<file path="config.mk">
export PLATFORM = sky130hd
export DESIGN_NAME = sorted_slot_linked_list_unit
export DESIGN_NICKNAME = d
export VERILOG_FILES = /design/src/hw/rtl/ssll_pkg.sv /design/src/hw/rtl/ssll_store.sv /design/src/hw/rtl/ssll_core.sv /design/src/hw/rtl/sorted_slot_linked_list_unit.sv
export SDC_FILE = /design/constraint.sdc
export NUM_CORES = 1
export LEC_CHECK = 0
export BUFFER_PORTS_ARGS = -buffer_cell sky130_fd_sc_hd__buf_2
export CAP_MARGIN = 40
export CORE_UTILIZATION = 55
export DETAILED_ROUTE_END_ITERATION = 10
export HOLD_SLACK_MARGIN = 0.06
export PLACE_DENSITY_LB_ADDON = 0.25
export SYNTH_ARGS = -nofsm -noshare
export SYNTH_HDL_FRONTEND = slang
export SYNTH_HIERARCHICAL = 1
export SYNTH_SLANG_ARGS = --single-unit
</file>
<file path="constraint.sdc">
create_clock -name clk_i -period 3.4 [get_ports clk_i]
set_input_delay 0.85 -clock clk_i [delete_from_list [all_inputs] [get_ports clk_i]]
set_output_delay 0.85 -clock clk_i [all_outputs]
set_load 0.02 [all_outputs]
</file>
<file path="src/hw/rtl/ssll_pkg.sv">
// Shared types and constants for the sorted slot linked list unit.
package ssll_pkg;

  localparam logic [7:0] NO_SLOT         = 8'hFF;
  localparam logic [7:0] MAX_VALUE_RESET = 8'd100;

  typedef enum logic {
    CMD_INSERT = 1'b0,
    CMD_DELETE = 1'b1
  } cmd_e;

  typedef enum logic [1:0] {
    SERR_NONE    = 2'd0,
    SERR_RANGE   = 2'd1,
    SERR_ON_LIST = 2'd2
  } slot_err_e;

  typedef enum logic [1:0] {
    VERR_NONE    = 2'd0,
    VERR_LIMIT   = 2'd1,
    VERR_PRESENT = 2'd2,
    VERR_MISSING = 2'd3
  } value_err_e;

  typedef enum logic [2:0] {
    S_IDLE,
    S_WALK,
    S_DECIDE,
    S_LINK_NODE,
    S_LINK_PREV,
    S_UNLINK,
    S_REPORT
  } state_e;

  // Write request into the node store.
  typedef struct packed {
    logic       val_we;
    logic       link_we;
    logic [7:0] addr;
    logic [7:0] val;
    logic [7:0] link;
  } ssll_wr_t;

  // Result of one command, shown for one cycle.
  typedef struct packed {
    logic       strobe;
    slot_err_e  slot_error;
    value_err_e value_error;
    logic       done;
    logic [7:0] head;
  } ssll_res_t;

endpackage

</file>
<file path="src/hw/rtl/ssll_store.sv">
// Node store: value and link memories with one write and one registered read port.
module ssll_store #(
  parameter int unsigned SLOT_COUNT = 32
) (
  input  logic                          clk_i,
  input  ssll_pkg::ssll_wr_t            wr_i,
  input  logic [$clog2(SLOT_COUNT)-1:0] rd_addr_i,
  output logic [7:0]                    rd_val_o,
  output logic [7:0]                    rd_link_o
);
  import ssll_pkg::*;

  localparam int unsigned IW = $clog2(SLOT_COUNT);

  logic [7:0] val_mem  [SLOT_COUNT];
  logic [7:0] link_mem [SLOT_COUNT];

  always_ff @(posedge clk_i) begin
    if (wr_i.val_we) begin
      val_mem[wr_i.addr[IW-1:0]] <= wr_i.val;
    end
    if (wr_i.link_we) begin
      link_mem[wr_i.addr[IW-1:0]] <= wr_i.link;
    end
  end

  always_ff @(posedge clk_i) begin
    rd_val_o  <= val_mem[rd_addr_i];
    rd_link_o <= link_mem[rd_addr_i];
  end

endmodule

</file>
<file path="src/hw/rtl/ssll_core.sv">
// Sequencer and walk datapath: one list node compared per cycle, then commit or reject.
module ssll_core #(
  parameter int unsigned SLOT_COUNT = 32
) (
  input  logic                          clk_i,
  input  logic                          rst_ni,
  input  logic                          start,
  input  logic                          cmd_i,
  input  logic [7:0]                    slot_i,
  input  logic [7:0]                    value_i,
  input  logic [7:0]                    max_value_i,
  output logic                          busy_o,
  output ssll_pkg::ssll_wr_t            wr_o,
  output logic [$clog2(SLOT_COUNT)-1:0] rd_addr_o,
  input  logic [7:0]                    rd_val_i,
  input  logic [7:0]                    rd_link_i,
  output ssll_pkg::ssll_res_t           res_o
);
  import ssll_pkg::*;

  localparam int unsigned IW        = $clog2(SLOT_COUNT);
  localparam int unsigned CW        = $clog2(SLOT_COUNT + 1);
  localparam logic [7:0]  SlotLimit = 8'(SLOT_COUNT);

  state_e     state_q, state_d;
  logic [7:0] head_q, head_d;

  cmd_e       cmd_q, cmd_d;
  logic [7:0] slot_q, slot_d;
  logic [7:0] value_q, value_d;
  logic [7:0] cur_q, cur_d;
  logic [7:0] prev_q, prev_d;
  logic [CW-1:0] cnt_q, cnt_d;
  logic       slot_hit_q, slot_hit_d;
  logic       found_q, found_d;
  logic [7:0] pos_pre_q, pos_pre_d;
  logic [7:0] pos_succ_q, pos_succ_d;
  logic [7:0] less_q, less_d;
  logic [7:0] less_succ_q, less_succ_d;
  slot_err_e  serr_q, serr_d;
  value_err_e verr_q, verr_d;
  logic       done_q, done_d;

  // Shared compare unit: node value against the command value.
  logic node_eq, node_lt;
  assign node_eq = (rd_val_i == value_q);
  assign node_lt = (rd_val_i < value_q);

  // Follow the link just read; at accept, read the head.
  assign rd_addr_o = (state_q == S_IDLE) ? head_q[IW-1:0] : rd_link_i[IW-1:0];

  always_comb begin
    state_d     = state_q;
    head_d      = head_q;
    cmd_d       = cmd_q;
    slot_d      = slot_q;
    value_d     = value_q;
    cur_d       = cur_q;
    prev_d      = prev_q;
    cnt_d       = cnt_q;
    slot_hit_d  = slot_hit_q;
    found_d     = found_q;
    pos_pre_d   = pos_pre_q;
    pos_succ_d  = pos_succ_q;
    less_d      = less_q;
    less_succ_d = less_succ_q;
    serr_d      = serr_q;
    verr_d      = verr_q;
    done_d      = done_q;
    wr_o        = '0;

    case (state_q)
      S_IDLE: begin
        if (start) begin
          cmd_d      = cmd_e'(cmd_i);
          slot_d     = slot_i;
          value_d    = value_i;
          cur_d      = head_q;
          prev_d     = NO_SLOT;
          cnt_d      = '0;
          slot_hit_d = 1'b0;
          found_d    = 1'b0;
          pos_pre_d  = NO_SLOT;
          pos_succ_d = NO_SLOT;
          less_d     = NO_SLOT;
          less_succ_d = NO_SLOT;
          state_d    = (head_q < SlotLimit) ? S_WALK : S_DECIDE;
        end
      end
      S_WALK: begin
        if (cur_q == slot_q) begin
          slot_hit_d = 1'b1;
        end
        if (node_eq && !found_q) begin
          found_d    = 1'b1;
          pos_pre_d  = prev_q;
          pos_succ_d = rd_link_i;
        end
        // List is sorted: the last smaller node is the insert point.
        if (node_lt) begin
          less_d      = cur_q;
          less_succ_d = rd_link_i;
        end
        prev_d = cur_q;
        cur_d  = rd_link_i;
        cnt_d  = cnt_q + CW'(1);
        if (!(rd_link_i < SlotLimit) || (cnt_q == CW'(SLOT_COUNT - 1))) begin
          state_d = S_DECIDE;
        end
      end
      S_DECIDE: begin
        if (cmd_q == CMD_INSERT) begin
          if (!(slot_q < SlotLimit)) begin
            serr_d = SERR_RANGE;
          end else if (slot_hit_q) begin
            serr_d = SERR_ON_LIST;
          end else begin
            serr_d = SERR_NONE;
          end
          if (value_q > max_value_i) begin
            verr_d = VERR_LIMIT;
          end else if (found_q) begin
            verr_d = VERR_PRESENT;
          end else begin
            verr_d = VERR_NONE;
          end
          done_d  = (slot_q < SlotLimit) && !slot_hit_q &&
                    !(value_q > max_value_i) && !found_q;
          state_d = done_d ? S_LINK_NODE : S_REPORT;
        end else begin
          serr_d  = SERR_NONE;
          done_d  = !(value_q > max_value_i) && found_q;
          verr_d  = done_d ? VERR_NONE : VERR_MISSING;
          state_d = done_d ? S_UNLINK : S_REPORT;
        end
      end
      S_LINK_NODE: begin
        wr_o.val_we  = 1'b1;
        wr_o.link_we = 1'b1;
        wr_o.addr    = slot_q;
        wr_o.val     = value_q;
        wr_o.link    = (less_q < SlotLimit) ? less_succ_q : head_q;
        state_d      = S_LINK_PREV;
      end
      S_LINK_PREV: begin
        if (less_q < SlotLimit) begin
          wr_o.link_we = 1'b1;
          wr_o.addr    = less_q;
          wr_o.link    = slot_q;
        end else begin
          head_d = slot_q;
        end
        state_d = S_REPORT;
      end
      S_UNLINK: begin
        // Bypass the node; its slot is off the list and never read again.
        if (pos_pre_q < SlotLimit) begin
          wr_o.link_we = 1'b1;
          wr_o.addr    = pos_pre_q;
          wr_o.link    = pos_succ_q;
        end else begin
          head_d = pos_succ_q;
        end
        state_d = S_REPORT;
      end
      S_REPORT: begin
        state_d = S_IDLE;
      end
      default: begin
        state_d = S_IDLE;
      end
    endcase
  end

  always_ff @(posedge clk_i or negedge rst_ni) begin
    if (!rst_ni) begin
      state_q <= S_IDLE;
      head_q  <= NO_SLOT;
    end else begin
      state_q <= state_d;
      head_q  <= head_d;
    end
  end

  always_ff @(posedge clk_i) begin
    cmd_q       <= cmd_d;
    slot_q      <= slot_d;
    value_q     <= value_d;
    cur_q       <= cur_d;
    prev_q      <= prev_d;
    cnt_q       <= cnt_d;
    slot_hit_q  <= slot_hit_d;
    found_q     <= found_d;
    pos_pre_q   <= pos_pre_d;
    pos_succ_q  <= pos_succ_d;
    less_q      <= less_d;
    less_succ_q <= less_succ_d;
    serr_q      <= serr_d;
    verr_q      <= verr_d;
    done_q      <= done_d;
  end

  assign busy_o = (state_q != S_IDLE);

  assign res_o.strobe      = (state_q == S_REPORT);
  assign res_o.slot_error  = serr_q;
  assign res_o.value_error = verr_q;
  assign res_o.done        = done_q;
  assign res_o.head        = head_q;

endmodule

</file>
<file path="src/hw/rtl/sorted_slot_linked_list_unit.sv">
// Top level of the sorted slot linked list unit.
//
//  channel   | direction | handshake                     | payload
//  ----------+-----------+-------------------------------+-------------------------------------
//  command   | in        | start, busy (taken: start&!busy) | cmd_i, slot_i, value_i
//  result    | out       | res_strobe_o, one cycle          | slot_error_o, value_error_o,
//            |           |                                  | done_res_o, head_slot_o
//  config    | in        | cfg_valid_i, cfg_ready_o         | cfg_wdata_i (max_value)
//
// Every command walks the list from the head, one node per cycle through a
// single registered read port of the node store, L nodes with L <= SLOT_COUNT.
// A decide state, then S_LINK_NODE and S_LINK_PREV (insert) or S_UNLINK (delete)
// if carried out, and a report state follow; the result strobe is the last busy
// cycle. The walk length, set by the store's one read port, dominates the command time.
// Reset empties the list at once (head register only) and sets max_value to
// 100; no clearing pass is needed since only linked slots are ever read.
// The receiver cannot stall: the result is shown for exactly one cycle.
module sorted_slot_linked_list_unit #(
  parameter int unsigned SLOT_COUNT = 32
) (
  input  logic       clk_i,
  input  logic       rst_ni,
  // command
  input  logic       start,
  output logic       busy,
  input  logic       cmd_i,
  input  logic [7:0] slot_i,
  input  logic [7:0] value_i,
  // result
  output logic       res_strobe_o,
  output logic [1:0] slot_error_o,
  output logic [1:0] value_error_o,
  output logic       done_res_o,
  output logic [7:0] head_slot_o,
  // configuration
  input  logic       cfg_valid_i,
  output logic       cfg_ready_o,
  input  logic [7:0] cfg_wdata_i
);
  import ssll_pkg::*;

  logic [7:0] max_value_q;
  ssll_wr_t   wr;
  ssll_res_t  res;
  logic [$clog2(SLOT_COUNT)-1:0] rd_addr;
  logic [7:0] rd_val;
  logic [7:0] rd_link;

  // Take configuration only between commands so a walk sees a stable limit.
  assign cfg_ready_o = !busy;

  always_ff @(posedge clk_i or negedge rst_ni) begin
    if (!rst_ni) begin
      max_value_q <= MAX_VALUE_RESET;
    end else if (cfg_valid_i && cfg_ready_o) begin
      max_value_q <= cfg_wdata_i;
    end
  end

  ssll_core #(
    .SLOT_COUNT(SLOT_COUNT)
  ) u_core (
    .clk_i       (clk_i),
    .rst_ni      (rst_ni),
    .start       (start),
    .cmd_i       (cmd_i),
    .slot_i      (slot_i),
    .value_i     (value_i),
    .max_value_i (max_value_q),
    .busy_o      (busy),
    .wr_o        (wr),
    .rd_addr_o   (rd_addr),
    .rd_val_i    (rd_val),
    .rd_link_i   (rd_link),
    .res_o       (res)
  );

  ssll_store #(
    .SLOT_COUNT(SLOT_COUNT)
  ) u_store (
    .clk_i     (clk_i),
    .wr_i      (wr),
    .rd_addr_i (rd_addr),
    .rd_val_o  (rd_val),
    .rd_link_o (rd_link)
  );

  // Drive the result transaction.
  assign res_strobe_o  = res.strobe;
  assign slot_error_o  = res.slot_error;
  assign value_error_o = res.value_error;
  assign done_res_o    = res.done;
  assign head_slot_o   = res.head;

endmodule

</file>
==> results by group, run 1 <==
Global routing
  • Largest net degree at the start of global routing: 65
  • Global-route wire length before repair: about 86 mm
  • Total congestion overflow after global routing: 0
  • Number of antenna violations at the first check in global routing: 0
  • Overall fraction of global-route tracks in use: 0.245
  • Via count of the first global-routing pass: 14000

Final layout
  • Highest-count cells in the layout ignoring fill and taps: 590 x edfxtp_1, 272 x mux2i_1, 108 x buf_4
  • Number of nets in the layout: about 1700
  • Number of inserted filler cells in the final layout: 3177
  • Proportion of layout cells with a drive suffix above 1: 0.186
  • Area of combinational cells with multiple inputs: 6240 µm²
  • Area growth from synthesis to layout: 13.7%
  • Fin cells: 2345
  • Area used by sequential logic in the layout: 18500 µm²
  • ANT cells: 0
  • Most frequent standard cell in the layout excluding fill and tap cells: edfxtp_1

Place
  • DP Cell Count: 2225
  • Gpl congestion: between 0.8 and 0.9
  • Pre-CTS WS: 223 ps
  • Total of buffers placed on input and output ports: 44
  • Dpl hpwl: 35.8 mm

STA
  • Slew Limit Headroom: 0.410
  • Crit path setup slack, layout: 150 ps
  • Final setup skew: 19.1 ps
  • Final clock period utilization by the worst path: 0.956
  • Final count of hold timing violations: 0
  • Min cycle time layout: 3250 ps
  • Unrepaired setup endpoints after global routing: no
  • Count of final setup violators: 0
  • Pins over their slew limit: 0
  • Measured slew at the worst slew-check pin: 884 ps
  • Final total negative setup slack: 0 ps
  • Final hold slack: 232 ps
  • Achievable Freq: 0.308 GHz

Floorplan
  • Core ar.: around 46000 µm²
  • DIE WIDTH: 217 µm
  • Core Rows: 78
  • Vertical die dimension: 217 µm
  • Die footprint: around 47000 µm²
  • Starting utilization of the core area: 0.559
  • Top-level port count: 45

Worst setup path
  • Endpoint required time on the critical path: 3610 ps
  • Endpoint type of the worst setup path: flip-flop
  • Crit path max-delay cell type: or3b_2
  • Critical Path Fanout Max: 10
  • Worst setup path category: flip-flop to flip-flop
  • Critical path cell sequence: nand3b_1 -> clkinv_1 -> a222oi_1 -> inv_1 -> or3b_2 -> nor2_1
  • Maximum cell stage delay along the critical path: approximately 670 ps
  • Nature of the critical path startpoint: flip-flop
  • Count of cells along the worst register-to-register path: 6
  • Arrival time at the worst endpoint: 3460 ps

Logic synthesis
  • Cell area after technology mapping: roughly 25000 µm²
  • Number of standard cells after synthesis: between 1500 and 2000
  • Synthesized area per cell: 16.4 µm²
  • Count of synthesis-stage warnings from yosys: 6
  • Net count of the mapped netlist: 1604

Pwr
  • Switching power total: 0.00833 W
  • Combinational Power Share: 0.341
  • P_int: 0.0165 W
  • Switch share: 0.336
  • Leakage component of the power: 11.0 nW
  • Total power after layout: between 0.02 and 0.025 W
  • P per Cell Area: ~860 nW/µm²
  • Clock share of power: 0.285
  • Part of the total power dissipated in sequential elements: 0.374
  • Worst vdd ir: 629 µV

Detailed routing
  • Number of antenna-violating nets in the routed design: 0
  • Uppermost metal layer occupied by signal nets: met4
  • Detailed-routing iteration count for the pre-antenna-repair pass: 5
  • Via count of the routed design: 14000
  • Drt total wl: about 57 mm
  • Routed met2 length: 26.6 mm
  • Number of design-rule violations left by the first detailed-router iteration: 1395
  • Detailed-route wire length on metal 1: 24.7 mm
  • Met3 routed wirelength: 4.36 mm
  • Wire length per cell: 24.1 µm
  • Detail-routed via count per cell: 5.98
  • Remaining DRCs: 0

Clocking
  • Clock-pin slew on the worst setup and hold paths: 60 ps
  • CTS Root Buffer Type: clkbuf_16
  • Number of buffers inserted by post-CTS setup repair: 0
  • Post-cts gate resize count: 0
  • CTS tree: yes
  • Maximum level of the CTS H-tree: 3
  • Total number of clock tree sinks: between 600 and 700
  • Clock Path Buffers: 3
  • Number of buffers inserted for hold repair after clock tree synthesis: 0
  • Number of buffers created by CTS: 66
  • Clock insertion delay at the later pin of the skew report: roughly 590 ps

Job
  • Number of maximum-capacitance constraint violations: 0

Outcome
  • Result of the run: complete, no violations

Worst hold path
  • Class of the tightest hold or removal check: primary input to asynchronous set/reset pin
## cell type report
type,instances,area share
multi-input combinational,813,0.215
sequential,625,0.640
timing repair buffer,160,0.0411
clock buffer,91,0.0664
tap,600,0.0259
inverter,27,0.00367
clock inverter,29,0.00808
## layer usage
layer	GRT usage	up-vias
li1	-	6300
met1	0.353	7078
met2	0.387	570
met3	0.0380	78
met4	0.0725	0
met5	0	-
## critical path: cells and delay by family, from the launching register on
family	cells	cell delay, ps
AO/OA/AOI/OAI	1	430
buffers and inverters	2	440
flip-flops	1	550
AND/OR/NAND/NOR	3	1440
## state kept, by name, summed over array words and instances (netlist names)
name                count
u_store/link_mem      256
u_store/val_mem       256
max_value_q             8
u_core/cur_q            8
u_core/head_q           8
u_core/less_q           8
u_core/less_succ_q      8
u_core/pos_pre_q        8
u_core/pos_succ_q       8
u_core/prev_q           8
u_core/slot_q           8
u_core/value_q          8
u_store/rd_link_o       8
u_store/rd_val_o        8
u_core/cnt_q            6
u_core/state_q          3
u_core/serr_q           2
u_core/verr_q           2
u_core/cmd_q            1
u_core/done_q           1
u_core/found_q          1
u_core/slot_hit_q       1
## stage by stage
| stage | util | area [µm²] |
|---|---|---|
| 2_1_floorplan | - | 25500 |
| 3_3_place_gp | 0.588 | 26800 |
| 3_5_place_dp | 0.588 | 26800 |
| 4_1_cts | 0.636 | 29000 |
| 5_1_grt | 0.636 | 29000 |
| 6_report | 0.636 | 29000 |
## power groups by stage
stage | clock network (W) | logic [W] | registers [W]
after floorplan | 0 | 0.00641 | 0.00936
after global placement | 0 | 0.00828 | 0.00940
after detailed placement | 0 | 0.00837 | 0.00942
after CTS | 0.00715 | 0.00842 | 0.00927
after global routing | 0.00748 | 0.00900 | 0.00930
final | 0.00706 | 0.00846 | 0.00927
## worst paths after layout
path                                   start                    end  slack [ps]
setup / recovery           u_core/state_q[2]  u_store/val_mem[4][1]         150
hold / removal                        rst_ni      u_core/state_q[0]         230
setup reg to reg           u_core/state_q[2]  u_store/val_mem[4][1]         150
hold reg to reg             u_core/prev_q[5]    u_core/pos_pre_q[5]         510
max in group asynchronous             rst_ni         max_value_q[6]        2800
min in group clk_i                 slot_i[5]       u_core/slot_q[5]         440
Power figures use the tool's default switching activity.
==> run 2: changes to the inputs <==
PLACE_DENSITY = 0.71   (was not set)
PLACE_DENSITY_LB_ADDON = not set   (was 0.25)
==> results by group, run 2 (same netlist as run 1, synthesis figures left out) <==
Outcome
  • Result of the run: complete, no violations

STA
  • Crit path setup slack, layout: 208 ps (+57.2 ps)
  • Final total negative setup slack: 0 ps (unchanged)
  • Final count of hold timing violations: 0 (unchanged)
  • Unrepaired setup endpoints after global routing: no
  • Slew Limit Headroom: 0.385 (-0.0255)
  • Final clock period utilization by the worst path: 0.939 (-0.0168)
  • Measured slew at the worst slew-check pin: 921 ps (+36.3 ps)
  • Pins over their slew limit: 0 (unchanged)
  • Achievable Freq: 0.313 GHz (+1.8%)
  • Min cycle time layout: 3190 ps (-57.2 ps)
  • Final setup skew: 28.3 ps (+9.14 ps)
  • Count of final setup violators: 0 (unchanged)

Clocking
  • CTS tree: yes
  • Clock-pin slew on the worst setup and hold paths: 60 ps (about the same)
  • Number of buffers inserted by post-CTS setup repair: 0 (unchanged)
  • Clock insertion delay at the later pin of the skew report: 640 ps (+50 ps)
  • Maximum level of the CTS H-tree: 2 (-1)
  • CTS Root Buffer Type: clkbuf_16
  • Total number of clock tree sinks: 625 (unchanged)
  • Number of buffers created by CTS: 60 (-9.1%)
  • Clock Path Buffers: 3 (unchanged)

Worst setup path
  • Endpoint required time on the critical path: 3730 ps (+120 ps)
  • Count of cells along the worst register-to-register path: 7 (+1)
  • Family with the most delay on the worst path: simple AND/OR/NAND/NOR gates
  • Critical Path Most Common Cell: nand3b_1
  • Launching element of the worst setup path: u_core/state_q[2]
  • Reg-to-Reg End: u_store/val_mem[24][4]
  • R2r startpoint: u_core/state_q[2]
  • Reg2Reg Setup Slack: 210 ps (+60 ps)
  • Critical path cell sequence: nand3b_1 -> clkinv_1 -> a222oi_1 -> inv_1 -> nand3b_1 -> nor2_1 -> buf_4
  • Critical Path Fanout Max: 10 (unchanged)
  • Nature of the critical path startpoint: flip-flop
  • CP bufs+invs: 3 (+1)
  • Crit path max-delay cell type: nand3b_1
  • Maximum cell stage delay along the critical path: 560 ps (-110 ps)
  • Worst setup path category: flip-flop to flip-flop
  • Endpoint type of the worst setup path: flip-flop
  • Arrival time at the worst endpoint: 3520 ps (+60 ps)

Detailed routing
  • Number of design-rule violations left by the first detailed-router iteration: 1537 (+10%)
  • Via count of the routed design: 14000 (-0.27%)
  • Remaining DRCs: 0 (unchanged)
  • Detail-routed via count per cell: 5.98 (-0.10%)
  • Detailed-routing iteration count for the pre-antenna-repair pass: 6 (+1)
  • Drt total wl: 56.5 mm (-0.25%)
  • Met3 routed wirelength: 4.40 mm (+0.99%)
  • Detailed-route wire length on metal 1: 24.1 mm (-2.3%)
  • Routed met2 length: 26.8 mm (+0.68%)
  • Wire length per cell: 24.1 µm (about the same)
  • Uppermost metal layer occupied by signal nets: met4
  • Number of antenna-violating nets in the routed design: 0 (unchanged)

Global routing
  • Number of antenna violations at the first check in global routing: 0 (unchanged)
  • Global-route wire length before repair: 85.7 mm (-0.40%)
  • Overall fraction of global-route tracks in use: 0.243 (-0.00197)
  • Total congestion overflow after global routing: 0 (unchanged)
  • Via count of the first global-routing pass: 14000 (-0.33%)
  • Largest net degree at the start of global routing: 65 (unchanged)

Floorplan
  • Starting utilization of the core area: 0.559 (unchanged)
  • Top-level port count: 45 (unchanged)
  • Die footprint: 47200 µm² (unchanged)
  • DIE WIDTH: 217 µm (unchanged)
  • Core Rows: 78 (unchanged)
  • Vertical die dimension: 217 µm (unchanged)
  • Core ar.: 45600 µm² (unchanged)

Final layout
  • Number of nets in the layout: 1739 (-0.057%)
  • ANT cells: 0 (unchanged)
  • Highest-count cells in the layout ignoring fill and taps: 590 x edfxtp_1, 272 x mux2i_1, 114 x buf_4
  • Most frequent standard cell in the layout excluding fill and tap cells: edfxtp_1
  • Proportion of layout cells with a drive suffix above 1: 0.184 (-0.00187)
  • Area growth from synthesis to layout: 12.8%
  • Final standard cell utilization of the core: 0.631 (-0.00508)
  • Fin cells: 2341 (-0.17%)

Worst hold path
  • Class of the tightest hold or removal check: primary input to asynchronous set/reset pin

Job
  • Number of maximum-capacitance constraint violations: 0 (unchanged)

Place
  • Gpl congestion: 0.829 (-1.3%)
  • Dpl hpwl: 35.4 mm (-0.97%)
  • Pre-CTS WS: 103 ps (-120 ps)
  • DP Cell Count: 2230 (+0.22%)
  • Total of buffers placed on input and output ports: 44 (unchanged)

Pwr
  • Worst vdd ir: 701 µV (+11%)
  • P per Cell Area: 841 nW/µm² (-1.7%)
  • Leakage component of the power: 10.9 nW (-0.98%)
  • Total power after layout: 0.0242 W (-2.5%)
[run 2: through the flow]
stage	hold slack, ps	cell area [µm²]
5_1_grt	206	28700
2_1_floorplan	477	25500
3_3_place_gp	485	26800
4_1_cts	179	28700
6_report	198	28700
3_5_place_dp	490	26800
[run 2: final cells by class]
class | instances | area, µm²
well taps | 600 | 751
clock inverters | 31 | 285
multi-input cells | 813 | 6250
repair buffers | 165 | 1220
fillers | 3177 | 16800
flip-flops and latches | 625 | 18500
inverters | 27 | 106
clock buffers | 80 | 1610
[run 2: worst max-delay path by stage]
stage,endpoint,depth (start not counted)
after floorplan,u_core/found_q,6
after global placement,u_store/val_mem[3][4],6
after detailed placement,u_store/val_mem[3][6],6
after CTS,u_store/val_mem[3][6],6
after global routing,u_store/val_mem[3][1],6
final,u_store/val_mem[24][4],7
[run 2: power by group]
part | switching, W | internal (W) | total [W]
sequential | 0.000329 | 0.00895 | 0.00928
clock | 0.00276 | 0.00362 | 0.00638
combinational | 0.00513 | 0.00338 | 0.00851
total | 0.00822 | 0.0159 | 0.0242
[run 2: worst reg2reg max path: cells and delay by family, from the launching register on]
kind	cells	cell delay, ps
buffers and inverters	3	660
DFF	1	550
AOI/OAI and AO/OA	1	480
and+or+nand+nor	3	1210
[run 2: routing by layer]
| layer | vias up | GRT usage |
|---|---|---|
| met4 | 0 | 0.0669 |
| li1 | 6285 | - |
| met2 | 584 | 0.388 |
| met5 | - | 0 |
| met1 | 7039 | 0.341 |
| met3 | 80 | 0.0491 |
[run 2: what timing repair did]
| item | in CTS | in global routing |
|---|---|---|
| endpoints found under the setup margin | 0 | 40 |
| resized for setup | 0 | 5 |
| hold buffers | 0 | 0 |
